<file path="src/rtl/assert_macros.svh">
// ----------------------------------------------------------------------------
// assert_macros.svh
// Shared assertion macros for the merge table RTL.
// ----------------------------------------------------------------------------
`ifndef ASSERT_MACROS_SVH
`define ASSERT_MACROS_SVH

// Same-cycle implication, disabled while reset is high.
`define ASSERT_IMPL(label, clk, rst, ante, cons) \
  label: assert property (@(posedge clk) disable iff (rst) (ante) |-> (cons)) \
    else $error("assertion failed: same-cycle implication");

// Next-cycle implication, disabled while reset is high.
`define ASSERT_NEXT(label, clk, rst, ante, cons) \
  label: assert property (@(posedge clk) disable iff (rst) (ante) |=> (cons)) \
    else $error("assertion failed: next-cycle implication");

`endif

</file>
<file path="src/rtl/kqm_pkg.sv">
// ----------------------------------------------------------------------------
// kqm_pkg
// Types, widths and constants shared by the merge table modules.
// ----------------------------------------------------------------------------
package kqm_pkg;

  localparam int TABLE_DEPTH = 32;
  localparam int SLOT_W      = $clog2(TABLE_DEPTH);
  localparam int COUNT_W     = $clog2(TABLE_DEPTH + 1);

  localparam int ID_W        = 16;
  localparam int QTY_W       = 32;
  localparam int OUT_SLOT_W  = 5;
  localparam int OUT_COUNT_W = 6;

  typedef enum logic [1:0] {
    OP_ACCUM = 2'd0,
    OP_DUMP  = 2'd1,
    OP_CLEAR = 2'd2
  } op_t;

  typedef enum logic [1:0] {
    ST_IDLE,
    ST_MATCH,
    ST_APPLY,
    ST_DUMP
  } state_t;

  typedef struct packed {
    logic [1:0]              operation;
    logic [ID_W-1:0]         item_id;
    logic signed [QTY_W-1:0] item_qty;
  } item_t;

  typedef struct packed {
    logic [ID_W-1:0]          out_id;
    logic signed [QTY_W-1:0]  out_qty;
    logic [OUT_SLOT_W-1:0]    out_slot;
    logic                     is_new;
    logic                     entry_valid;
    logic                     table_full;
    logic [OUT_COUNT_W-1:0]   entry_count;
    logic                     last;
  } result_t;

  typedef struct packed {
    logic capture;
    logic match_en;
    logic apply;
    logic dump_emit;
  } cmd_t;

  typedef struct packed {
    logic out_free;
    logic table_empty;
    logic dump_last;
  } status_t;

endpackage

</file>
<file path="src/rtl/kqm_in_if.sv">
// ----------------------------------------------------------------------------
// kqm_in_if
// Input channel of the merge table: one record or command per beat.
// ----------------------------------------------------------------------------
interface kqm_in_if;
  logic        valid;
  logic        ready;
  logic [1:0]  operation;
  logic [15:0] item_id;
  logic signed [31:0] item_qty;

  modport source (output valid, output operation, output item_id, output item_qty,
                  input ready);
  modport sink   (input valid, input operation, input item_id, input item_qty,
                  output ready);
endinterface

</file>
<file path="src/rtl/kqm_out_if.sv">
// ----------------------------------------------------------------------------
// kqm_out_if
// Result channel of the merge table: one table entry report per beat.
// ----------------------------------------------------------------------------
interface kqm_out_if;
  logic        valid;
  logic        ready;
  logic [15:0] out_id;
  logic signed [31:0] out_qty;
  logic [4:0]  out_slot;
  logic        is_new;
  logic        entry_valid;
  logic        table_full;
  logic [5:0]  entry_count;
  logic        last;

  modport source (output valid, output out_id, output out_qty, output out_slot,
                  output is_new, output entry_valid, output table_full,
                  output entry_count, output last, input ready);
  modport sink   (input valid, input out_id, input out_qty, input out_slot,
                  input is_new, input entry_valid, input table_full,
                  input entry_count, input last, output ready);
endinterface

</file>
<file path="src/rtl/kqm_ctrl.sv">
// ----------------------------------------------------------------------------
// kqm_ctrl
// Sequencer for the merge table: accept, match, apply and dump steps.
// ----------------------------------------------------------------------------
module kqm_ctrl (
  input  logic             clk,
  input  logic             rst,
  input  logic             item_valid,
  input  logic [1:0]       item_op,
  input  kqm_pkg::status_t status,
  output logic             item_ready,
  output kqm_pkg::cmd_t    cmd
);

  kqm_pkg::state_t state;
  kqm_pkg::state_t state_next;

  always_ff @(posedge clk) begin
    if (rst) begin
      state <= kqm_pkg::ST_IDLE;
    end else begin
      state <= state_next;
    end
  end

  always_comb begin
    state_next = state;
    item_ready = 1'b0;
    cmd        = '0;
    case (state)
      kqm_pkg::ST_IDLE: begin
        item_ready = 1'b1;
        if (item_valid) begin
          cmd.capture = 1'b1;
          case (kqm_pkg::op_t'(item_op))
            kqm_pkg::OP_ACCUM: state_next = kqm_pkg::ST_MATCH;
            kqm_pkg::OP_DUMP:  state_next = kqm_pkg::ST_DUMP;
            kqm_pkg::OP_CLEAR: state_next = kqm_pkg::ST_APPLY;
            default:           state_next = kqm_pkg::ST_IDLE;
          endcase
        end
      end
      kqm_pkg::ST_MATCH: begin
        cmd.match_en = 1'b1;
        state_next   = kqm_pkg::ST_APPLY;
      end
      kqm_pkg::ST_APPLY: begin
        if (status.out_free) begin
          cmd.apply  = 1'b1;
          state_next = kqm_pkg::ST_IDLE;
        end
      end
      kqm_pkg::ST_DUMP: begin
        if (status.out_free) begin
          cmd.dump_emit = 1'b1;
          if (status.table_empty || status.dump_last) begin
            state_next = kqm_pkg::ST_IDLE;
          end
        end
      end
      default: state_next = kqm_pkg::ST_IDLE;
    endcase
  end

endmodule

</file>
<file path="src/rtl/kqm_dp.sv">
// ----------------------------------------------------------------------------
// kqm_dp
// Datapath: entry registers, parallel id match, quantity adder, result register.
// ----------------------------------------------------------------------------
module kqm_dp (
  input  logic              clk,
  input  logic              rst,
  input  kqm_pkg::item_t    item,
  input  kqm_pkg::cmd_t     cmd,
  input  logic              out_ready,
  output kqm_pkg::status_t  status,
  output logic              out_valid,
  output kqm_pkg::result_t  out_data
);

  logic [kqm_pkg::ID_W-1:0]    ids  [kqm_pkg::TABLE_DEPTH];
  logic [kqm_pkg::QTY_W-1:0]   qtys [kqm_pkg::TABLE_DEPTH];
  logic [kqm_pkg::COUNT_W-1:0] count;

  logic [1:0]                  op_r;
  logic [kqm_pkg::ID_W-1:0]    id_r;
  logic [kqm_pkg::QTY_W-1:0]   qty_r;
  logic                        hit_r;
  logic [kqm_pkg::SLOT_W-1:0]  slot_r;
  logic [kqm_pkg::SLOT_W-1:0]  dump_idx;

  logic                        hit;
  logic [kqm_pkg::SLOT_W-1:0]  hit_slot;
  logic [kqm_pkg::SLOT_W-1:0]  rd_addr;
  logic [kqm_pkg::ID_W-1:0]    rd_id;
  logic [kqm_pkg::QTY_W-1:0]   rd_qty;
  logic [kqm_pkg::QTY_W-1:0]   sum;
  logic                        full;
  logic [kqm_pkg::SLOT_W-1:0]  tail;
  logic [kqm_pkg::COUNT_W-1:0] count_inc;
  logic                        emit;
  kqm_pkg::result_t            res;

  // Ids in the table are distinct, so at most one entry matches and the
  // slot can be formed by OR-ing the indices of the matching entries.
  always_comb begin
    hit      = 1'b0;
    hit_slot = '0;
    for (int i = 0; i < kqm_pkg::TABLE_DEPTH; i++) begin
      if ((ids[i] == id_r) && (kqm_pkg::COUNT_W'(i) < count)) begin
        hit      = 1'b1;
        hit_slot = hit_slot | kqm_pkg::SLOT_W'(i);
      end
    end
  end

  assign rd_addr   = cmd.dump_emit ? dump_idx : slot_r;
  assign rd_id     = ids[rd_addr];
  assign rd_qty    = qtys[rd_addr];
  assign sum       = rd_qty + qty_r;
  assign full      = (count == kqm_pkg::COUNT_W'(kqm_pkg::TABLE_DEPTH));
  assign tail      = count[kqm_pkg::SLOT_W-1:0];
  assign count_inc = count + kqm_pkg::COUNT_W'(1);

  assign status.out_free    = !out_valid || out_ready;
  assign status.table_empty = (count == '0);
  assign status.dump_last   = ((kqm_pkg::COUNT_W'(dump_idx) + kqm_pkg::COUNT_W'(1)) == count);

  assign emit = cmd.apply || cmd.dump_emit;

  always_comb begin
    res      = '0;
    res.last = 1'b1;
    if (cmd.dump_emit) begin
      if (!status.table_empty) begin
        res.out_id      = rd_id;
        res.out_qty     = rd_qty;
        res.out_slot    = kqm_pkg::OUT_SLOT_W'(dump_idx);
        res.entry_valid = 1'b1;
        res.entry_count = kqm_pkg::OUT_COUNT_W'(count);
        res.last        = status.dump_last;
      end
    end else if (kqm_pkg::op_t'(op_r) == kqm_pkg::OP_ACCUM) begin
      res.out_id      = id_r;
      res.entry_count = kqm_pkg::OUT_COUNT_W'(count);
      if (hit_r) begin
        res.out_qty     = sum;
        res.out_slot    = kqm_pkg::OUT_SLOT_W'(slot_r);
        res.entry_valid = 1'b1;
      end else if (!full) begin
        res.out_qty     = qty_r;
        res.out_slot    = kqm_pkg::OUT_SLOT_W'(tail);
        res.is_new      = 1'b1;
        res.entry_valid = 1'b1;
        res.entry_count = kqm_pkg::OUT_COUNT_W'(count_inc);
      end else begin
        res.table_full  = 1'b1;
      end
    end
  end

  always_ff @(posedge clk) begin
    if (cmd.capture) begin
      op_r  <= item.operation;
      id_r  <= item.item_id;
      qty_r <= item.item_qty;
    end
    if (cmd.match_en) begin
      hit_r  <= hit;
      slot_r <= hit_slot;
    end
    if (cmd.apply && (kqm_pkg::op_t'(op_r) == kqm_pkg::OP_ACCUM)) begin
      if (hit_r) begin
        qtys[slot_r] <= sum;
      end else if (!full) begin
        ids[tail]  <= id_r;
        qtys[tail] <= qty_r;
      end
    end
    if (emit) begin
      out_data <= res;
    end
  end

  always_ff @(posedge clk) begin
    if (rst) begin
      count     <= '0;
      dump_idx  <= '0;
      out_valid <= 1'b0;
    end else begin
      if (cmd.capture) begin
        dump_idx <= '0;
      end else if (cmd.dump_emit) begin
        dump_idx <= dump_idx + kqm_pkg::SLOT_W'(1);
      end
      if (cmd.apply) begin
        if (kqm_pkg::op_t'(op_r) == kqm_pkg::OP_CLEAR) begin
          count <= '0;
        end else if (!hit_r && !full) begin
          count <= count_inc;
        end
      end
      if (emit) begin
        out_valid <= 1'b1;
      end else if (out_ready) begin
        out_valid <= 1'b0;
      end
    end
  end

endmodule

</file>
<file path="src/rtl/keyed_quantity_merge_table.sv">
// Accumulate steps: accept, parallel id match, then add and write back.
// Clear steps: accept, then apply. Dump: accept, then one entry per cycle while
// the output is not stalled; a dump of an empty table gives its single beat.
// Each result is registered in the output register by its apply or dump step; a
// new item is accepted only in the idle state, once the last step has issued.
// Reset empties the table and the result register; entry contents are not cleared.
// ----------------------------------------------------------------------------
// keyed_quantity_merge_table
// Merges (id, quantity) records into a first-seen-order table, dumps it and clears it.
// ----------------------------------------------------------------------------
`include "assert_macros.svh"

module keyed_quantity_merge_table (
  input  logic      clk,
  input  logic      rst,
  kqm_in_if.sink    item,
  kqm_out_if.source result
);

  kqm_pkg::item_t   item_data;
  kqm_pkg::result_t res_data;
  kqm_pkg::cmd_t    cmd;
  kqm_pkg::status_t status;
  logic             item_ready;
  logic             res_valid;

  assign item_data.operation = item.operation;
  assign item_data.item_id   = item.item_id;
  assign item_data.item_qty  = item.item_qty;
  assign item.ready          = item_ready;

  kqm_ctrl u_ctrl (
    .clk        (clk),
    .rst        (rst),
    .item_valid (item.valid),
    .item_op    (item.operation),
    .status     (status),
    .item_ready (item_ready),
    .cmd        (cmd)
  );

  kqm_dp u_dp (
    .clk       (clk),
    .rst       (rst),
    .item      (item_data),
    .cmd       (cmd),
    .out_ready (result.ready),
    .status    (status),
    .out_valid (res_valid),
    .out_data  (res_data)
  );

  assign result.valid       = res_valid;
  assign result.out_id      = res_data.out_id;
  assign result.out_qty     = res_data.out_qty;
  assign result.out_slot    = res_data.out_slot;
  assign result.is_new      = res_data.is_new;
  assign result.entry_valid = res_data.entry_valid;
  assign result.table_full  = res_data.table_full;
  assign result.entry_count = res_data.entry_count;
  assign result.last        = res_data.last;

  `ASSERT_IMPL(a_idle_no_work, clk, rst, item_ready, !(cmd.match_en || cmd.apply || cmd.dump_emit))
  `ASSERT_NEXT(a_apply_gives_beat, clk, rst, cmd.apply, res_valid)
  `ASSERT_IMPL(a_slot_in_range, clk, rst, res_valid && res_data.entry_valid,
               {1'b0, res_data.out_slot} < res_data.entry_count)
  `ASSERT_NEXT(a_dump_end_idle, clk, rst, cmd.dump_emit && status.dump_last, item_ready)

endmodule
</file>
<file path="src/flat_wrapper.sv">
// flat-port wrapper written by rule: the top's interface ports become plain ports
module keyed_quantity_merge_table_flat 
  (clk, rst, item_valid, item_operation, item_item_id, item_item_qty, item_ready, result_valid, result_out_id, result_out_qty, result_out_slot, result_is_new, result_entry_valid, result_table_full, result_entry_count, result_last, result_ready);
  kqm_in_if item_i ();
  kqm_out_if result_i ();
  input  logic clk;
  input  logic rst;
  input wire logic [$bits(item_i.valid)-1:0] item_valid;
  input wire logic [$bits(item_i.operation)-1:0] item_operation;
  input wire logic [$bits(item_i.item_id)-1:0] item_item_id;
  input wire logic [$bits(item_i.item_qty)-1:0] item_item_qty;
  output wire logic [$bits(item_i.ready)-1:0] item_ready;
  output wire logic [$bits(result_i.valid)-1:0] result_valid;
  output wire logic [$bits(result_i.out_id)-1:0] result_out_id;
  output wire logic [$bits(result_i.out_qty)-1:0] result_out_qty;
  output wire logic [$bits(result_i.out_slot)-1:0] result_out_slot;
  output wire logic [$bits(result_i.is_new)-1:0] result_is_new;
  output wire logic [$bits(result_i.entry_valid)-1:0] result_entry_valid;
  output wire logic [$bits(result_i.table_full)-1:0] result_table_full;
  output wire logic [$bits(result_i.entry_count)-1:0] result_entry_count;
  output wire logic [$bits(result_i.last)-1:0] result_last;
  input wire logic [$bits(result_i.ready)-1:0] result_ready;
  assign item_i.valid = item_valid;
  assign item_i.operation = item_operation;
  assign item_i.item_id = item_item_id;
  assign item_i.item_qty = item_item_qty;
  assign item_ready = item_i.ready;
  assign result_valid = result_i.valid;
  assign result_out_id = result_i.out_id;
  assign result_out_qty = result_i.out_qty;
  assign result_out_slot = result_i.out_slot;
  assign result_is_new = result_i.is_new;
  assign result_entry_valid = result_i.entry_valid;
  assign result_table_full = result_i.table_full;
  assign result_entry_count = result_i.entry_count;
  assign result_last = result_i.last;
  assign result_i.ready = result_ready;
  keyed_quantity_merge_table u_core (.clk(clk), .rst(rst), .item(item_i), .result(result_i));
endmodule
</file>
<file path="config.mk">
export PLATFORM = sky130hd
export DESIGN_NAME = keyed_quantity_merge_table_flat
export DESIGN_NICKNAME = d
export VERILOG_FILES = /design/src/rtl/kqm_pkg.sv /design/src/rtl/kqm_in_if.sv /design/src/rtl/kqm_out_if.sv /design/src/rtl/kqm_ctrl.sv /design/src/rtl/kqm_dp.sv /design/src/rtl/keyed_quantity_merge_table.sv /design/src/flat_wrapper.sv
export VERILOG_INCLUDE_DIRS = /design/src /design/src/rtl
export SDC_FILE = /design/constraint.sdc
export NUM_CORES = 2
export LEC_CHECK = 0
export BUFFER_PORTS_ARGS = -buffer_cell sky130_fd_sc_hd__clkbuf_2
export CAP_MARGIN = 5
export CELL_PAD_IN_SITES_DETAIL_PLACEMENT = 0
export CELL_PAD_IN_SITES_GLOBAL_PLACEMENT = 1
export CORE_AREA = 2 2 406 408
export CTS_BUF_LIST = sky130_fd_sc_hd__clkbuf_16
export DETAILED_ROUTE_END_ITERATION = 8
export DIE_AREA = 0 0 408 410
export PLACE_DENSITY_LB_ADDON = 0.1
export SKIP_LAST_GASP = 1
export SLEW_MARGIN = 0
export SYNTH_ARGS = -nofsm -noshare
export SYNTH_HDL_FRONTEND = slang
export SYNTH_HIERARCHICAL = 1
export SYNTH_SLANG_ARGS = --single-unit
</file>
<file path="constraint.sdc">
create_clock -name clk -period 12.26 [get_ports clk]
set_input_delay 2.452 -clock clk [delete_from_list [all_inputs] [get_ports clk]]
set_output_delay 2.452 -clock clk [all_outputs]
set_load 0.005 [all_outputs]
</file>
### Word level (Yosys, flattened, before mapping)

Memories as Yosys holds them, arrays and structs flattened.
Cells that the tools add are included.

| storage, ports and cells | value |
|---|---|
| input bits | 54 |
| memory bits (writable) | 1536 |
| output and inout bits | 65 |
| logic and storage cells | 236 |
| memories kept | 2 |
| bits in registers | 133 |

| operators by class | value |
|---|---|
| add/subtract/negate cells | 4 |
| magnitude comparators | 32 |
| muxes and demuxes | 77 |
| reductions and logical operators | 56 |
| equal/unequal tests | 44 |

Memories:

| memory | words | width | read ports | clocked after Yosys merged registers in | write ports | RTL line | RTL |
|---|---|---|---|---|---|---|---|
| u_core.u_dp.qtys | 32 | 32 | 1 | 0 | 1 | kqm_dp.sv:17 | `logic [kqm_pkg::QTY_W-1:0] qtys [kqm_pkg::TABLE_DEPTH];` |
| u_core.u_dp.ids | 32 | 16 | 33 | 0 | 1 | kqm_dp.sv:16 | `logic [kqm_pkg::ID_W-1:0] ids [kqm_pkg::TABLE_DEPTH];` |

Operators by type and width:

| kind | number |
|---|---|
| == test 16 bit | 32 |
| 2-to-1 mux 62 bit | 2 |
| 2-to-1 mux 53 bit | 2 |
| less-than comparator 5 x 6 -> 1 bit (first input constant) | 16 |
| less-than comparator 4 x 6 -> 1 bit (first input constant) | 8 |
| 2-to-1 mux 39 bit | 1 |
| 2-to-1 mux 37 bit | 1 |
| 2-to-1 mux 6 bit | 6 |
| logical AND 1 bit | 34 |
| adder 32 bit | 1 |
| 2-to-1 mux 32 bit | 1 |
| 2-to-1 mux 4 bit | 8 |
| OR reduction 32 bit | 1 |
| OR reduction 31 bit | 1 |
| 2-to-1 mux 1 bit | 28 |
| 2-to-1 mux 5 bit | 5 |
| less-than comparator 3 x 6 -> 1 bit (first input constant) | 4 |
| 2-to-1 mux 3 bit | 8 |
| 2-to-1 mux 7 bit | 3 |
| 2-to-1 mux 2 bit | 10 |
| OR reduction 16 bit | 1 |
| less-than comparator 1 x 6 -> 1 bit (first input constant) | 2 |
| less-than comparator 2 x 6 -> 1 bit (first input constant) | 2 |
| nonzero test 3 bit | 3 |
| 21 further kinds | 33 |

### Logic depth before layout (Yosys ltp)

An unclocked memory read counts as a cell.

| depth | value |
|---|---|
| depth after elaboration | 29 |
| gate-level depth with buffers | 24 |
| mapped depth without buffers | 20 |

### Hierarchy

Netlist, hierarchy kept.

Modules (own cells, without submodules):

| module | cells each | times used | seq. area each (µm²) | area each (µm²) |
|---|---|---|---|---|
| kqm_dp | 4419 | 1 | 49937.9 | 72872.4 |
| kqm_ctrl | 26 | 1 | 40.0 | 210.2 |

### Worst setup path after synthesis

No wires, ideal clock.

| timing | value |
|---|---|
| path type | input -> register |
| from | in result_ready |
| to | mem u_core/u_dp/qtys[0][30] in the netlist's numbering, data pin |
| cell stages on the path | 24 |
| data required time | 11.806 ns |
| arrival time | 7.931 ns |
| setup slack | 3.875 ns |
| cells stage by stage | nand2b_1 > and3_1 > buf_4 > mux2i_4 > buf_4 > buf_4 > buf_4 > mux4_2 > nand2_1 > nand3_1 > nand3_1 > nand2_1 > ha_1 > inv_1 > fa_1 > nor2b_1 > o31a_1 > o21ai_0 > a2111oi_2 > o2111ai_1 > nand3_1 > a31oi_1 > xor2_1 > o21ai_0 |

RTL lines:

| item | RTL line | RTL |
|---|---|---|
| from (decl) | flat_wrapper.sv:22 | `input wire logic [$bits(result_i.ready)-1:0] result_ready;` |
| to (decl) | kqm_dp.sv:17 |  |

==> flow_metrics.py <==
metrics = {
    "synth": {
        "syn_area_per_cell_sq_um": 16.4,
        "synth_most_common_cell": "edfxtp_1",
        "synth_top_area_frac": 0.680,
        "syn-cell-area_sq_um": 73100,
        "yosysTopAreaCell": "edfxtp_1",
        "synth_ff_type": "edfxtp_1",
        "synth.area.top_cells": "edfxtp_1, mux4_2, xor2_1",
        "synth-seq-cells": 1669,
        "seq_area_frac_synth": 0.684,
        "postSynthCellCount": 4445,
        "synthesis.nets": 4542,
        "synth_edf_count": 1655,
        "yosys-top-cells-count": "edfxtp_1, nand2_1, mux4_2",
        "ys_warn_count": 6,
        "async_flop_share": 0,
        "synth.distinct_cells": 70,
    },
    "worst_setup_path": {
        "worstPathArrival_ns": 9.46,
        "cp_slowest_cell": "o21ai_2",
        "critPathCaptureType": "flip-flop",
        "crit_end": "u_core/u_dp/qtys[15][30]$_DFFE_PP_",
        "cp_num_cells": 19,
        "crit_buf_inv": 2,
        "cp-start-kind": "primary input",
        "regToRegSetupSlack_ns": 4.63,
        "r2r-start": "u_core/u_ctrl/state[1]$_SDFFE_PP0P_",
        "reg2regPathDepth": 17,
        "path_class": "primary input to flip-flop",
        "critPathMaxStageDelay_ns": 0.92,
        "path_delay_family": "compound AO/OA/AOI/OAI gates",
        "path_cells": "clkbuf_2 > nand2b_1 > and3_2 > mux2i_4 > buf_4 > mux4_2 > nand2_1 > nand3_1 > a31oi_1 > fa_1 > nor2b_1 > o31a_1 > o21ai_0 > a2111oi_2 > o2111ai_1 > nand3_1 > a31oi_1 > xor2_1 > o21ai_2",
        "path_max_fanout": 32,
        "cp-startpoint": "result_ready",
        "r2r-end": "u_core/u_dp/qtys[15][30]$_DFFE_PP_",
        "cp.required_ns": 12.71,
    },
    "floorplanning": {
        "io_pins": 119,
        "dieWidth_microns": 408,
        "rows": 149,
        "coreArea_sq_um": 163000,
        "dieHeight_microns": 410,
        "start_util": 0.447,
        "die_area_sq_um": 167000,
    },
    "power": {
        "vdd_drop_max_mv": 0.124,
        "clkPwrFrac": 0.400,
        "combPwrFrac": 0.081,
        "swShare": 0.240,
        "power_density_nw_per_um2": 155,
        "p_leak_nw": 26.8,
        "p_int_mw": 9.70,
        "switchingPower_mw": 3.07,
        "seqPwrFrac": 0.519,
    },
    "timing": {
        "setup_ws_ns": 3.24,
        "fmax_mhz": 111,
        "setup_viol_count_final": 0,
        "hold_ws_ns": 0.600,
        "timing.final.crit_period_ns": 9.02,
        "hold_viol_final": 0,
        "slew_headroom": 0.146,
        "tightestPinTransition_ns": 1.28,
        "rsz0062_at_grt": "false",
        "slew_viol_final": 0,
        "skew_ns": 0.0500,
        "tns_ns": 0,
        "finalCritPeriodShare": 0.736,
    },
    "place": {
        "portBuffers": 118,
        "gp_congestion": 0.844,
        "dp.cells": 6618,
        "hpwl_mm": 131,
        "place_ws_ns": 2.30,
    },
    "finish": {
        "nNetsFinal": 4710,
        "nFillCells": 13700,
        "register_area_sq_um": 50000,
        "final_cells": 6947,
        "final_core_util": 0.503,
        "multiInputGateArea_sq_um": 22200,
        "syn_to_final_growth_pct": 12.5,
        "layout-drive-gt1-share": 0.203,
    },
    "detailed_routing": {
        "first_pass_iters": 5,
        "vias": 41800,
        "drt_iter0_markers": 4724,
        "drc": 0,
        "vias_per_cell": 6.01,
        "wl_per_cell_microns": 32.5,
        "wl_mm": 226,
        "ant_nets": 0,
    },
    "clocking": {
        "clock_latency_ns": 0.82,
        "cts_resized": 0,
        "cts_sinks": 1669,
        "holdBufCountCts": 0,
        "cts-root-buf": "clkbuf_16",
        "numCtsBuffers": 179,
        "h-tree-depth": 4,
        "path_clk_slew_ns": 0.06,
        "clk_path_buf_depth": 3,
        "cts_tree": "built",
        "cts_setup_buffers": 0,
    },
    "global_routing": {
        "globalRouteTotalUtil": 0.269,
        "antenna_found_initial": 8,
        "grt_overflow": 0,
        "grt_pass1_wl_mm": 319,
        "grt_pass1_vias": 41600,
        "grt_max_degree": 112,
    },
    "flow_run": {
        "cap_viol_max_count": 0,
    },
    "run_status": {
        "status": "finished clean",
    },
    "hold_path": {
        "holdCritStartpoint": "u_core/u_ctrl/state[0]$_SDFFE_PP0P_",
        "min_path_type": "flip-flop to flip-flop",
    },
}
## worst register-to-register path, stage by stage (launching register included)
cell and delay, ns:
dfxtp_1 0.53, and3_2 0.80, mux2i_4 0.85, buf_4 0.62, mux4_2 0.58, nand2_1 0.08
nand3_1 0.10, a31oi_1 0.53, fa_1 0.34, nor2b_1 0.07, o31a_1 0.25, o21ai_0 0.40
a2111oi_2 0.20, o2111ai_1 0.39, nand3_1 0.14, a31oi_1 0.30, xor2_1 0.16, o21ai_2 0.92
## registers in the layout, summed over array words and instances, names as in the netlist
signal,cells
u_core/u_ctrl/state,2
u_core/u_dp/count,6
u_core/u_dp/dump_idx,5
u_core/u_dp/hit_r,1
u_core/u_dp/id_r,16
u_core/u_dp/ids,512
u_core/u_dp/op_r,2
u_core/u_dp/out_data,63
u_core/u_dp/out_valid,1
u_core/u_dp/qty_r,32
u_core/u_dp/qtys,1024
u_core/u_dp/slot_r,5
## worst min path at each step
stage | endpoint | cells past startpoint | slack (ns)
3_3_place_gp | u_core/u_ctrl/state[1]$_SDFFE_PP0P_ | 2 | 0.58
2_1_floorplan | u_core/u_ctrl/state[1]$_SDFFE_PP0P_ | 2 | 0.52
5_1_grt | u_core/u_ctrl/state[1]$_SDFFE_PP0P_ | 2 | 0.62
6_report | u_core/u_ctrl/state[1]$_SDFFE_PP0P_ | 2 | 0.60
4_1_cts | u_core/u_ctrl/state[1]$_SDFFE_PP0P_ | 2 | 0.59
3_5_place_dp | u_core/u_ctrl/state[1]$_SDFFE_PP0P_ | 2 | 0.58
## cell usage in the layout, fill, tap and decap left out, types with 32 or more instances in the layout
cell type,count
edfxtp_1,1655
nand2_1,558
mux4_2,383
xor2_1,318
xnor2_1,230
nand3_1,202
clkbuf_16,179
buf_4,130
clkbuf_2,118
nor2_1,86
o21ai_0,86
nor4_1,81
nand4_1,70
inv_1,67
clkinv_1,49
a21oi_1,48
ha_1,42
nor2_4,34
nor3_1,32
## metal layers
metal  vias up  share of wire  global-route usage
met2      1590           0.48               0.436
li1      17600              -                   -
met3       289          0.066              0.0422
met4         6          0.025              0.0705
met5         -        0.00022                   0
met1     22300           0.43               0.382
## layout make-up
| class | instances | area share |
|---|---|---|
| Antenna cell | 1 | 0.0000304 |
| Multi-Input combinational cell | 2480 | 0.269 |
| Timing Repair Buffer | 258 | 0.0213 |
| Sequential cell | 1669 | 0.608 |
| Tap cell | 2189 | 0.0333 |
| Clock buffer | 179 | 0.0545 |
| Clock inverter | 146 | 0.0126 |
| Inverter | 25 | 0.00116 |
## power groups by stage
stage	registers, mW	logic, mW	clock network, mW
after floorplan	6.75	0.628	0
after global placement	6.75	1.02	0
after detailed placement	6.75	1.03	0
after CTS	6.63	1.04	5.20
after global routing	6.63	1.13	5.42
final	6.63	1.04	5.11
## kinds of logic (layout without fill, tap and decap cells)
logic type	Yosys count	after routing	synth area share
XOR/XNOR	549	549	0.0658
AND/OR/NAND/NOR	1151	1151	0.0713
multiplexers	408	408	0.122
flip-flops	1669	1669	0.684
buffers and inverters	296	608	0.0198
other	0	1	0
AO/OA/AOI/OAI	329	329	0.0300
adder cells (fa/ha/maj)	43	43	0.00746
## per-stage QoR
step,power [mW],area [sq um]
floorplan,7.38,73100
global placement,7.77,76700
detailed placement,7.78,76700
CTS,12.9,82200
global route,13.2,82200
finish,12.8,82200
(Power assumes the default switching activity.)
